===== config.mk =====
export PLATFORM = sky130hd
export DESIGN_NAME = compacting_array_list_unit
export DESIGN_NICKNAME = d
export VERILOG_FILES = /design/src/rtl/core/cal_pkg.sv /design/src/rtl/core/cal_cell.sv /design/src/rtl/core/compacting_array_list_unit.sv
export SDC_FILE = /design/constraint.sdc
export NUM_CORES = 2
export LEC_CHECK = 0
export BUFFER_PORTS_ARGS = -buffer_cell sky130_fd_sc_hd__buf_2
export CORE_AREA = 2 2 326 328
export DETAILED_ROUTE_END_ITERATION = 8
export DIE_AREA = 0 0 328 330
export PLACE_DENSITY = 0.52
export SLEW_MARGIN = 20
export SYNTH_ARGS = -nofsm -noshare
export SYNTH_HDL_FRONTEND = slang
export SYNTH_SLANG_ARGS = --single-unit

===== constraint.sdc =====
create_clock -name aclk -period 5.85 [get_ports aclk]
set_input_delay 0 -clock aclk [delete_from_list [all_inputs] [get_ports aclk]]
set_output_delay 0 -clock aclk [all_outputs]
set_load 0.03 [all_outputs]

===== src/rtl/core/cal_pkg.sv =====
// Shared types and constants for the compacting array list.
package cal_pkg;

    localparam int unsigned VALUE_W    = 32;
    localparam int unsigned INDEX_W    = 4;
    localparam int unsigned AMOUNT_W   = 16;
    localparam int unsigned LEN_W      = 5;
    localparam int unsigned COST_W     = 32;
    localparam int unsigned CAP_W      = 5;
    localparam int unsigned OP_W       = 2;
    localparam int unsigned S_TDATA_W  = 56;
    localparam int unsigned M_TDATA_W  = 72;
    localparam logic [CAP_W-1:0] CAP_RESET = 5'd16;

    // Largest index the request format can address, plus one.
    localparam int unsigned INDEX_SPAN = 16;

    typedef enum logic [OP_W-1:0] {
        OP_APPEND   = 2'd0,
        OP_REMOVE   = 2'd1,
        OP_READ     = 2'd2,
        OP_ADD_COST = 2'd3
    } op_t;

    // Per-cycle control broadcast along the row of cells.
    typedef struct packed {
        logic               append;
        logic               remove;
        logic [INDEX_W-1:0] index;
    } cell_ctrl_t;

endpackage


===== src/rtl/core/cal_cell.sv =====
// One storage cell of the list: holds an entry, loads on append, shifts down on remove.
module cal_cell #(
    parameter int unsigned CELL_IDX   = 0,
    parameter int unsigned DATA_WIDTH = 32,
    parameter int unsigned CNT_W      = 5
) (
    input  logic                    aclk,
    input  logic                    aresetn,
    input  cal_pkg::cell_ctrl_t     ctrl,
    input  logic [CNT_W-1:0]        count,
    input  logic [DATA_WIDTH-1:0]   append_data,
    input  logic [DATA_WIDTH-1:0]   upper_data,
    output logic [DATA_WIDTH-1:0]   data
);

    localparam logic [CNT_W-1:0] POS = CNT_W'(CELL_IDX);
    localparam int unsigned IDX_CLAMP =
        (CELL_IDX >= cal_pkg::INDEX_SPAN) ? cal_pkg::INDEX_SPAN - 1 : CELL_IDX;
    localparam logic ABOVE_SPAN = (CELL_IDX >= cal_pkg::INDEX_SPAN);

    logic [DATA_WIDTH-1:0] data_reg;
    logic [DATA_WIDTH-1:0] data_next;
    logic                  shift_en;
    logic                  load_en;

    // Slots at or above the length always hold zero, so a plain shift of every
    // cell from the removed index upward also clears the freed slot.
    assign shift_en = ctrl.remove &&
        (ABOVE_SPAN || (cal_pkg::INDEX_W'(IDX_CLAMP) >= ctrl.index));
    assign load_en  = ctrl.append && (count == POS);

    always_comb begin
        data_next = data_reg;
        if (shift_en) begin
            data_next = upper_data;
        end else if (load_en) begin
            data_next = append_data;
        end
    end

    always_ff @(posedge aclk) begin
        if (!aresetn) begin
            data_reg <= '0;
        end else begin
            data_reg <= data_next;
        end
    end

    assign data = data_reg;

endmodule


===== src/rtl/core/compacting_array_list_unit.sv =====
// Top level of the compacting array list: request decode, cell row, counters and result register.
// A request accepted at one clock edge has its result valid after that edge.
// Throughput: one request per cycle while results are taken; every request updates the row of
// cells, the length and the cost counter, and the next request sees that state at once.
// The result register refills in the same cycle it is emptied, so a stalled result only
// holds off new requests while it is not being taken.
// Reset (aresetn low, synchronous): the list empties, all entries and the cost counter go to
// zero, the capacity returns to 16 and no result is pending.
module compacting_array_list_unit #(
    parameter int unsigned DEPTH      = 16,
    parameter int unsigned DATA_WIDTH = 32
) (
    input  logic                            aclk,
    input  logic                            aresetn,
    // Capacity register write.
    input  logic                            cfg_wr_en,
    input  logic [cal_pkg::CAP_W-1:0]       cfg_wr_data,
    // Request channel.
    input  logic                            s_tvalid,
    output logic                            s_tready,
    // Fields from bit 0: value[31:0], index[35:32], amount[51:36], zero fill[55:52].
    input  logic [cal_pkg::S_TDATA_W-1:0]   s_tdata,
    // Fields from bit 0: operation[1:0].
    input  logic [cal_pkg::OP_W-1:0]        s_tuser,
    // Result channel.
    output logic                            m_tvalid,
    input  logic                            m_tready,
    // Fields from bit 0: read_value[31:0], length[36:32], cost_count[68:37], zero fill[71:69].
    output logic [cal_pkg::M_TDATA_W-1:0]   m_tdata,
    // Fields from bit 0: error[0].
    output logic                            m_tuser
);

    // The length counter has to hold DEPTH itself; comparisons against the 5-bit
    // capacity and the 4-bit index are done at the wider of the counter and capacity widths.
    localparam int unsigned CNT_W = $clog2(DEPTH + 1);
    localparam int unsigned CMP_W = (CNT_W > cal_pkg::LEN_W) ? CNT_W : cal_pkg::LEN_W;
    localparam int unsigned RD_N  =
        (DEPTH < cal_pkg::INDEX_SPAN) ? DEPTH : cal_pkg::INDEX_SPAN;
    localparam logic [CNT_W-1:0] DEPTH_CNT = CNT_W'(DEPTH);

    // Request fields.
    cal_pkg::op_t                   req_op;
    logic [cal_pkg::VALUE_W-1:0]    req_value;
    logic [cal_pkg::INDEX_W-1:0]    req_index;
    logic [cal_pkg::AMOUNT_W-1:0]   req_amount;
    logic                           req_fire;

    assign req_op     = cal_pkg::op_t'(s_tuser);
    assign req_value  = s_tdata[31:0];
    assign req_index  = s_tdata[35:32];
    assign req_amount = s_tdata[51:36];

    // State.
    logic [cal_pkg::CAP_W-1:0]      capacity_reg;
    logic [CNT_W-1:0]               count_reg;
    logic [CNT_W-1:0]               count_next;
    logic [cal_pkg::COST_W-1:0]     cost_reg;
    logic [cal_pkg::COST_W-1:0]     cost_next;

    // Result register.
    logic                           m_valid_reg;
    logic [cal_pkg::M_TDATA_W-1:0]  m_data_reg;
    logic [cal_pkg::M_TDATA_W-1:0]  m_data_next;
    logic                           m_err_reg;

    // Decode.
    logic [CMP_W-1:0]               count_ext;
    logic [CMP_W-1:0]               next_ext;
    logic [CMP_W-1:0]               cap_ext;
    logic [CMP_W-1:0]               index_ext;
    logic                           list_full;
    logic                           index_ok;
    logic                           remove_last;
    logic                           err;
    cal_pkg::cell_ctrl_t            ctrl;
    logic [DATA_WIDTH-1:0]          append_data;
    logic [cal_pkg::VALUE_W-1:0]    read_data;

    logic [DATA_WIDTH-1:0]          cell_data [DEPTH];

    // A new request is taken whenever the result register is empty or being drained.
    assign s_tready = !m_valid_reg || m_tready;
    assign req_fire = s_tvalid && s_tready;

    assign count_ext = CMP_W'(count_reg);
    assign cap_ext   = CMP_W'(capacity_reg);
    assign index_ext = CMP_W'(req_index);

    // A capacity above the built depth is limited to the depth; zero means always full.
    assign list_full   = (count_ext >= cap_ext) || (count_reg == DEPTH_CNT);
    assign index_ok    = index_ext < count_ext;
    assign remove_last = (index_ext + CMP_W'(1)) == count_ext;

    always_comb begin
        ctrl.append = 1'b0;
        ctrl.remove = 1'b0;
        ctrl.index  = req_index;
        err         = 1'b0;
        count_next  = count_reg;
        cost_next   = cost_reg;
        unique case (req_op)
            cal_pkg::OP_APPEND: begin
                if (list_full) begin
                    err = 1'b1;
                end else begin
                    ctrl.append = req_fire;
                    count_next  = count_reg + CNT_W'(1);
                    cost_next   = cost_reg + cal_pkg::COST_W'(1);
                end
            end
            cal_pkg::OP_REMOVE: begin
                if (!index_ok) begin
                    err = 1'b1;
                end else begin
                    ctrl.remove = req_fire;
                    count_next  = count_reg - CNT_W'(1);
                    // Removing the last entry costs one; any earlier entry costs the
                    // number of moves after it, less one.
                    if (remove_last) begin
                        cost_next = cost_reg + cal_pkg::COST_W'(1);
                    end else begin
                        cost_next = cost_reg + cal_pkg::COST_W'(count_reg)
                                  - cal_pkg::COST_W'(2) - cal_pkg::COST_W'(req_index);
                    end
                end
            end
            cal_pkg::OP_READ: begin
                err = !index_ok;
            end
            cal_pkg::OP_ADD_COST: begin
                cost_next = cost_reg + cal_pkg::COST_W'(req_amount);
            end
            default: begin
                err = 1'b1;
            end
        endcase
    end

    // The value word is cut or zero-extended to the stored data width.
    generate
        if (DATA_WIDTH >= cal_pkg::VALUE_W) begin : g_wide_in
            assign append_data = DATA_WIDTH'(req_value);
        end else begin : g_narrow_in
            assign append_data = req_value[DATA_WIDTH-1:0];
        end
    endgenerate

    // Row of cells; on a remove, each cell from the removed index upward takes its upper neighbor's entry.
    generate
        for (genvar c = 0; c < DEPTH; c++) begin : g_cell
            logic [DATA_WIDTH-1:0] upper;
            if (c == DEPTH - 1) begin : g_top
                assign upper = '0;
            end else begin : g_mid
                assign upper = cell_data[c+1];
            end
            cal_cell #(
                .CELL_IDX   (c),
                .DATA_WIDTH (DATA_WIDTH),
                .CNT_W      (CNT_W)
            ) u_cell (
                .aclk        (aclk),
                .aresetn     (aresetn),
                .ctrl        (ctrl),
                .count       (count_reg),
                .append_data (append_data),
                .upper_data  (upper),
                .data        (cell_data[c])
            );
        end
    endgenerate

    // Read port: only the first sixteen cells are reachable by a 4-bit index.
    always_comb begin
        read_data = '0;
        for (int j = 0; j < RD_N; j++) begin
            if (req_index == cal_pkg::INDEX_W'(j)) begin
                read_data = cal_pkg::VALUE_W'(cell_data[j]);
            end
        end
        if (req_op != cal_pkg::OP_READ || !index_ok) begin
            read_data = '0;
        end
    end

    assign next_ext = CMP_W'(count_next);

    always_comb begin
        m_data_next = '0;
        m_data_next[31:0]  = read_data;
        m_data_next[36:32] = next_ext[cal_pkg::LEN_W-1:0];
        m_data_next[68:37] = cost_next;
    end

    always_ff @(posedge aclk) begin
        if (!aresetn) begin
            capacity_reg <= cal_pkg::CAP_RESET;
            count_reg    <= '0;
            cost_reg     <= '0;
            m_valid_reg  <= 1'b0;
        end else begin
            if (cfg_wr_en) begin
                capacity_reg <= cfg_wr_data;
            end
            if (req_fire) begin
                count_reg   <= count_next;
                cost_reg    <= cost_next;
                m_valid_reg <= 1'b1;
            end else if (m_tready) begin
                m_valid_reg <= 1'b0;
            end
        end
    end

    // Result payload needs no reset.
    always_ff @(posedge aclk) begin
        if (req_fire) begin
            m_data_reg <= m_data_next;
            m_err_reg  <= err;
        end
    end

    assign m_tvalid = m_valid_reg;
    assign m_tdata  = m_data_reg;
    assign m_tuser  = m_err_reg;

endmodule


## Yosys cells after proc, flatten, opt, wreduce, memory -nomap -nowiden

Cells that the tools add are included.

- Multiplexer cells: 62
- Equality and inequality tests: 36
- Add/subtract/negate cells: 8
- Bitwise gates (word level): 1
- Reduce and logical (&&, ||, !) cells: 58
- Order comparisons: 18

Operators by type and width:

| operator | number |
|---|---|
| 32-bit 2-to-1 mux | 49 |
| 32-bit case mux with 3 select lines | 1 |
| 5-bit by 4-bit equality test with 1-bit output, second input constant | 8 |
| 1-bit logical AND | 33 |
| 32-bit by 1-bit adder with 32-bit output, second input constant | 1 |
| 32-bit by 16-bit adder with 32-bit output | 1 |
| 32-bit by 5-bit adder with 32-bit output | 1 |
| 4-bit equality test, second input constant | 8 |
| 4-bit greater-or-equal comparator, first input constant | 8 |
| 2-bit nonzero test | 16 |
| 32-bit by 2-bit subtractor with 32-bit output, second input constant | 1 |
| 32-bit by 4-bit subtractor with 32-bit output | 1 |
| 5-bit by 3-bit equality test with 1-bit output, second input constant | 4 |
| 4-bit by 3-bit equality test with 1-bit output, second input constant | 4 |
| 3-bit by 4-bit greater-or-equal comparator with 1-bit output, first input constant | 4 |
| 5-bit by 2-bit equality test with 1-bit output, second input constant | 2 |
| 5-bit 2-to-1 mux | 2 |
| 5-bit case mux with 2 select lines | 1 |
| 4-bit by 2-bit equality test with 1-bit output, second input constant | 2 |
| 1-bit by 4-bit greater-or-equal comparator with 1-bit output, first input constant | 2 |
| 2-bit by 4-bit greater-or-equal comparator with 1-bit output, first input constant | 2 |
| 1-bit 2-to-1 mux | 8 |
| 4-bit by 1-bit adder with 5-bit output, second input constant | 1 |
| 5-bit by 1-bit adder with 5-bit output, second input constant | 1 |
| 18 further kinds | 22 |

- Register bits after elaboration: 625
- Output and inout bits: 75

## Depth between registers and ports, before layout

- Word-level depth: 17
- Gate-level depth with buffers: 16
- Depth with buffers taken out: 16

## Hierarchy

A second synthesis with hierarchy kept.

- Cell total of the unflattened synthesis: 4,866
- Area total of the unflattened synthesis: 39,085.0 um^2

Modules (own cells, without submodules):

| module | area each (um^2) | times used | cells an instance |
|---|---|---|---|
| compacting_array_list_unit | 13,244.0 | 1 | 1,772 |
| cal_cell (g_cell[11].u_cell) | 1,860.5 | 1 | 197 |
| cal_cell (g_cell[9].u_cell) | 1,697.9 | 1 | 193 |
| cal_cell (g_cell[3].u_cell) | 1,695.4 | 1 | 195 |
| cal_cell (g_cell[2].u_cell) | 1,641.6 | 1 | 195 |
| cal_cell (g_cell[14].u_cell) | 1,637.8 | 1 | 194 |
| cal_cell (g_cell[5].u_cell) | 1,626.6 | 1 | 196 |
| cal_cell (g_cell[6].u_cell) | 1,611.5 | 1 | 196 |
| cal_cell (g_cell[13].u_cell) | 1,610.3 | 1 | 194 |
| cal_cell (g_cell[10].u_cell) | 1,606.5 | 1 | 195 |
| cal_cell (g_cell[8].u_cell) | 1,600.3 | 1 | 192 |
| cal_cell (g_cell[4].u_cell) | 1,594.0 | 1 | 194 |
| cal_cell (g_cell[0].u_cell) | 1,587.8 | 1 | 194 |
| cal_cell (g_cell[12].u_cell) | 1,587.8 | 1 | 193 |
| +3 rows | - | - | - |

## Worst setup path before layout

Ideal clock, no wire load.

- Path type: flip-flop to flip-flop
- Start point: reg m_valid_reg (netlist: m_tvalid)
- End point: reg m_data_reg, in the netlist m_tdata[0] (enable)
- Required time: 5.389 ns
- Path buffers: 2
- Path slack: 1.964 ns
- Arrival time: 3.425 ns
- Setup time: 0.461 ns
- Stages on the path, launching flop included: 6
- Cells stage by stage: dfxtp_1 > nand2b_1 > nand2_1 > inv_1 > clkbuf_1 > clkbuf_1

- Word-level cells in the longest chain between the ends: 3

Ends and longest elaborated chain:

| what | line | text |
|---|---|---|
| from (decl) | compacting_array_list_unit.sv:62 | `logic m_valid_reg;` |
| from (signal assigned) | compacting_array_list_unit.sv:201 | `m_valid_reg <= 1'b0;` |
| from (signal assigned) | compacting_array_list_unit.sv:209 | `m_valid_reg <= 1'b1;` |
| from (signal assigned) | compacting_array_list_unit.sv:211 | `m_valid_reg <= 1'b0;` |
| 1-bit zero test | compacting_array_list_unit.sv:83 | `assign s_tready = !m_valid_reg \|\| m_tready;` |
| 1-bit logical OR | compacting_array_list_unit.sv:83 |  |
| named net s_tready | compacting_array_list_unit.sv:20 | `output logic s_tready,` |
| 1-bit logical AND | compacting_array_list_unit.sv:84 | `assign req_fire = s_tvalid && s_tready;` |
| named net req_fire | compacting_array_list_unit.sv:47 | `logic req_fire;` |
| to (signal assigned) | compacting_array_list_unit.sv:219 | `m_data_reg <= m_data_next;` |
| to (decl) | compacting_array_list_unit.sv:63 | `logic [cal_pkg::M_TDATA_W-1:0] m_data_reg;` |

The timed path passes the listed nets, and every way through them passes these cells.
A chain may end at the register's enable or synchronous reset.

## Worst setup path in the final report

- Start point: reg count_reg[1] (netlist: count_ext[1])
- End point: reg g_cell[14].u_cell.data_reg[25]

- Word-level cells in the longest chain between the ends: 6
- Elaborated cells on any way between the ends: 13
- Those cells by class: order compare: 2; eq/ne: 2; mux: 5; reduce/logical: 4

Ends and longest elaborated chain:

| what | line | text |
|---|---|---|
| from (decl) | compacting_array_list_unit.sv:56 | `logic [CNT_W-1:0] count_reg;` |
| from (signal assigned) | compacting_array_list_unit.sv:207 | `count_reg <= count_next;` |
| 5-bit greater-or-equal comparator or 5-bit equality test (tied branches) | compacting_array_list_unit.sv:91 | `assign list_full = (count_ext >= cap_ext) \|\| (count_reg == DEPTH_CNT);` |
| 1-bit logical OR | compacting_array_list_unit.sv:91 |  |
| 1-bit 2-to-1 mux | compacting_array_list_unit.sv:104 | `if (list_full) begin` |
| 1-bit 2-to-1 mux | compacting_array_list_unit.sv:102 | `unique case (req_op)` |
| 1-bit logical AND | cal_cell.sv:30 | `assign load_en = ctrl.append && (count == POS);` |
| 2-bit nonzero test (no source line) | - |  |
| to (signal assigned) | cal_cell.sv:45 | `data_reg <= data_next;` |
| to (decl) | cal_cell.sv:21 | `logic [DATA_WIDTH-1:0] data_reg;` |

Several ways; a longest one is shown, not always the timed one.

==> metrics.cfg <==
[status]
status=finished clean

[yosys]
syn_inst=4085
yosys.area_share.xor_xnor_pct=1.27
synth_area_sq_um=36400
seq_area_frac_synth_pct=36.3
synth_edf_count=70
synth_top_family_by_area=compound AO/OA/AOI/OAI gates
synth.most_common_cell=nand2_1
ys_ff_latch=625
synth.distinct_cells=84
syn_area_per_cell_sq_um=8.90
synth_ff_type=dfxtp_1
yosys.area.top_type=dfxtp_1
muxShareOfSynthArea_pct=12.7
synth_top_area_share_pct=30.6
synth-simple-area-share_pct=13.7
synth.top_cells.by_count=nand2_1, dfxtp_1, o211a_1
synthTopCellsByArea=dfxtp_1, o211a_1, mux2i_1, nand2_1, edfxtp_1
synth_compound_area_share_pct=27.1
yosys_warnings=0
synth-async-reset-ratio_pct=0
synthAdderAreaFrac_pct=3.77

[detailed_routing]
postRouteAntennaNets=0
vias_per_cell=5.76
via_count=31700
wl_per_cell_um=22.0
drc=0
initialDrtViolationCount=2720
dr.pass1.iters=6
drt_wl_total_um=121000

[clocking]
cts_buffers=78
cts-root-buf=clkbuf_16
cts_setup_buffers=0
htreeDepth=3
clk_path_buf_depth=3
clock_latency_ns=0.68
clk_pin_slew_ns=0.06
cts_sinks=625
tritoncts=yes

[critical_path]
startpoint_type=flop
worstSetupEndpointType=flop
arrival_ns=5.14
cp.required_ns=6.39
crit_fanout=64
critPathKind=reg2reg
r2r_setup_slack_ns=1.25

[finish]
largest_reg_flops=512
nFillCells=10600
final_area_sq_um=41000
fin_util_pct=39.2
final_nets=4227
drive_above_1_share_pct=9.78
diodes=0
area_growth_pct=12.9

[timing]
worst_slew_margin_rel_pct=26.3
fmax_mhz=217
hold_violations=0
setup_violations=0
finalCritPeriodShare_pct=78.6
tightest_slew_ns=1.11
fin_skew_ns=0.0498
slew_violations=0
worst_slack_ns=1.25
rsz0062_at_grt=no
finalCriticalPeriod_ns=4.60
tns_ns=0

[floorplan]
io_pins=143
start_util_pct=34.7
core-area_sq_um=105000
die_height_um=330
die-area_sq_um=108000
die_x_um=328
num_rows=119

[placed_design]
dp_hpwl_um=79700
gp_congestion=0.892
pre_cts_ws_ns=1.33
placed_area_sq_um=38000
port_buffers=135

[global_route]
grt_max_degree=212
grt_usage_pct=21.8
grt_pass1_vias=30000
grt_pass1_wl_um=185000
antenna_found_initial=1
grt_overflow_total=0

[power]
p_leak_uw=0.0241
p_per_area_nw_per_um2=276
vdd_drop_max_mv=0.296

[hold_path]
hold_path_class=in2reg

[flow_run]
maxCapViolCount=0

==> logic make-up after synthesis <==
group | after synthesis
flip-flops | 625
AND/OR/NAND/NOR | 1164
buffers and inverters | 456
multiplexers | 460
other | 1
AO/OA/AOI/OAI | 1221
adder cells (fa/ha/maj) | 106
XOR/XNOR | 52
==> metal layers <==
layer / vias up / global-route usage [%] / part of all wire, %
met3: 213 / 2.58 / 4.6
li1: 15100 / - / -
met1: 15500 / 28.5 / 44
met5: - / 0 / 0
met2: 893 / 37.1 / 48
met4: 0 / 7.74 / 3.4
==> area by class of cell <==
class | instances | area (sq um) | share of cell area [%]
tap | 1391 | 1740 | 4.24
clock inverter | 29 | 289 | 0.704
multi-input combinational | 3006 | 21500 | 52.3
inverter | 85 | 322 | 0.784
timing repair buffer | 257 | 1760 | 4.28
sequential | 625 | 13200 | 32.2
clock buffer | 110 | 2250 | 5.50
==> per-stage QoR <==
stage | instances | power (uW) | hold slack [ns]
finish | 5503 | 11300 | 0.0498
global route | 5503 | 11800 | 0.0755
CTS | 5503 | 11500 | 0.0129
detailed placement | 5312 | 6570 | 0.257
global placement | 5312 | 6560 | 0.259
floorplan | 4087 | 6000 | 0.126
==> path summary, 6_finish.rpt <==
check,startpoint,endpoint,cells after the start
worst max-delay path,count_ext[1],g_cell[14].u_cell.data[25],14
worst min-delay path,s_tuser[0],m_tuser,5
worst max register to register,count_ext[1],g_cell[14].u_cell.data[25],14
worst min register to register,g_cell[15].u_cell.data[14],g_cell[15].u_cell.data[14],2
==> where the power goes <==
part	switching, uW	internal (uW)	leakage [uW]
logic	1200	671	0.0176
clock network	2070	2760	0.00125
registers	134	4510	0.00520
total	3400	7930	0.0241
==> critical path, stage by stage, from the launching register on <==
cell and delay [ns]:
dfxtp_1 0.52, inv_1 0.25, ha_1 0.32, nor2b_1 0.13, o21ai_1 0.19, a211o_1 0.50, nand2_1 0.35, nor2_4 0.22
buf_4 0.50, o21ai_4 0.09, buf_4 0.38, nand2_2 0.13, buf_4 0.61, nand2_1 0.11, o211a_1 0.16
==> layout by cell type, fill, tap and decap left out, types with 19 or more instances in the layout <==
| cell | netlist | final |
|---|---|---|
| nand2_1 | 712 | 700 |
| dfxtp_1 | 555 | 555 |
| o211a_1 | 483 | 483 |
| mux2i_1 | 458 | 458 |
| a21oi_1 | 181 | 181 |
| nor2_1 | 162 | 159 |
| o21ai_0 | 144 | 144 |
| buf_2 | 98 | 134 |
| a221oi_1 | 106 | 106 |
| ha_1 | 100 | 99 |
| nand3_1 | 102 | 97 |
| inv_1 | 82 | 81 |
| clkbuf_16 | 0 | 80 |
| edfxtp_1 | 70 | 70 |
| buf_4 | 8 | 68 |
| nor3_1 | 61 | 59 |
| dlygate4sd3_1 | 0 | 52 |
| o221ai_1 | 41 | 41 |
| xnor2_1 | 40 | 40 |
| a211oi_1 | 31 | 31 |
| a221o_1 | 31 | 31 |
| o22ai_1 | 28 | 28 |
| nand4_1 | 20 | 20 |
| a31oi_1 | 20 | 20 |
| a22oi_1 | 19 | 19 |
==> repair_timing <==
item	CTS	global route
endpoints found under the setup margin	0	0
gates resized for setup	0	0
hold buffers	52	0
hold endpoints to repair	548	0
Note: power is estimated with default switching activity, not from simulation.
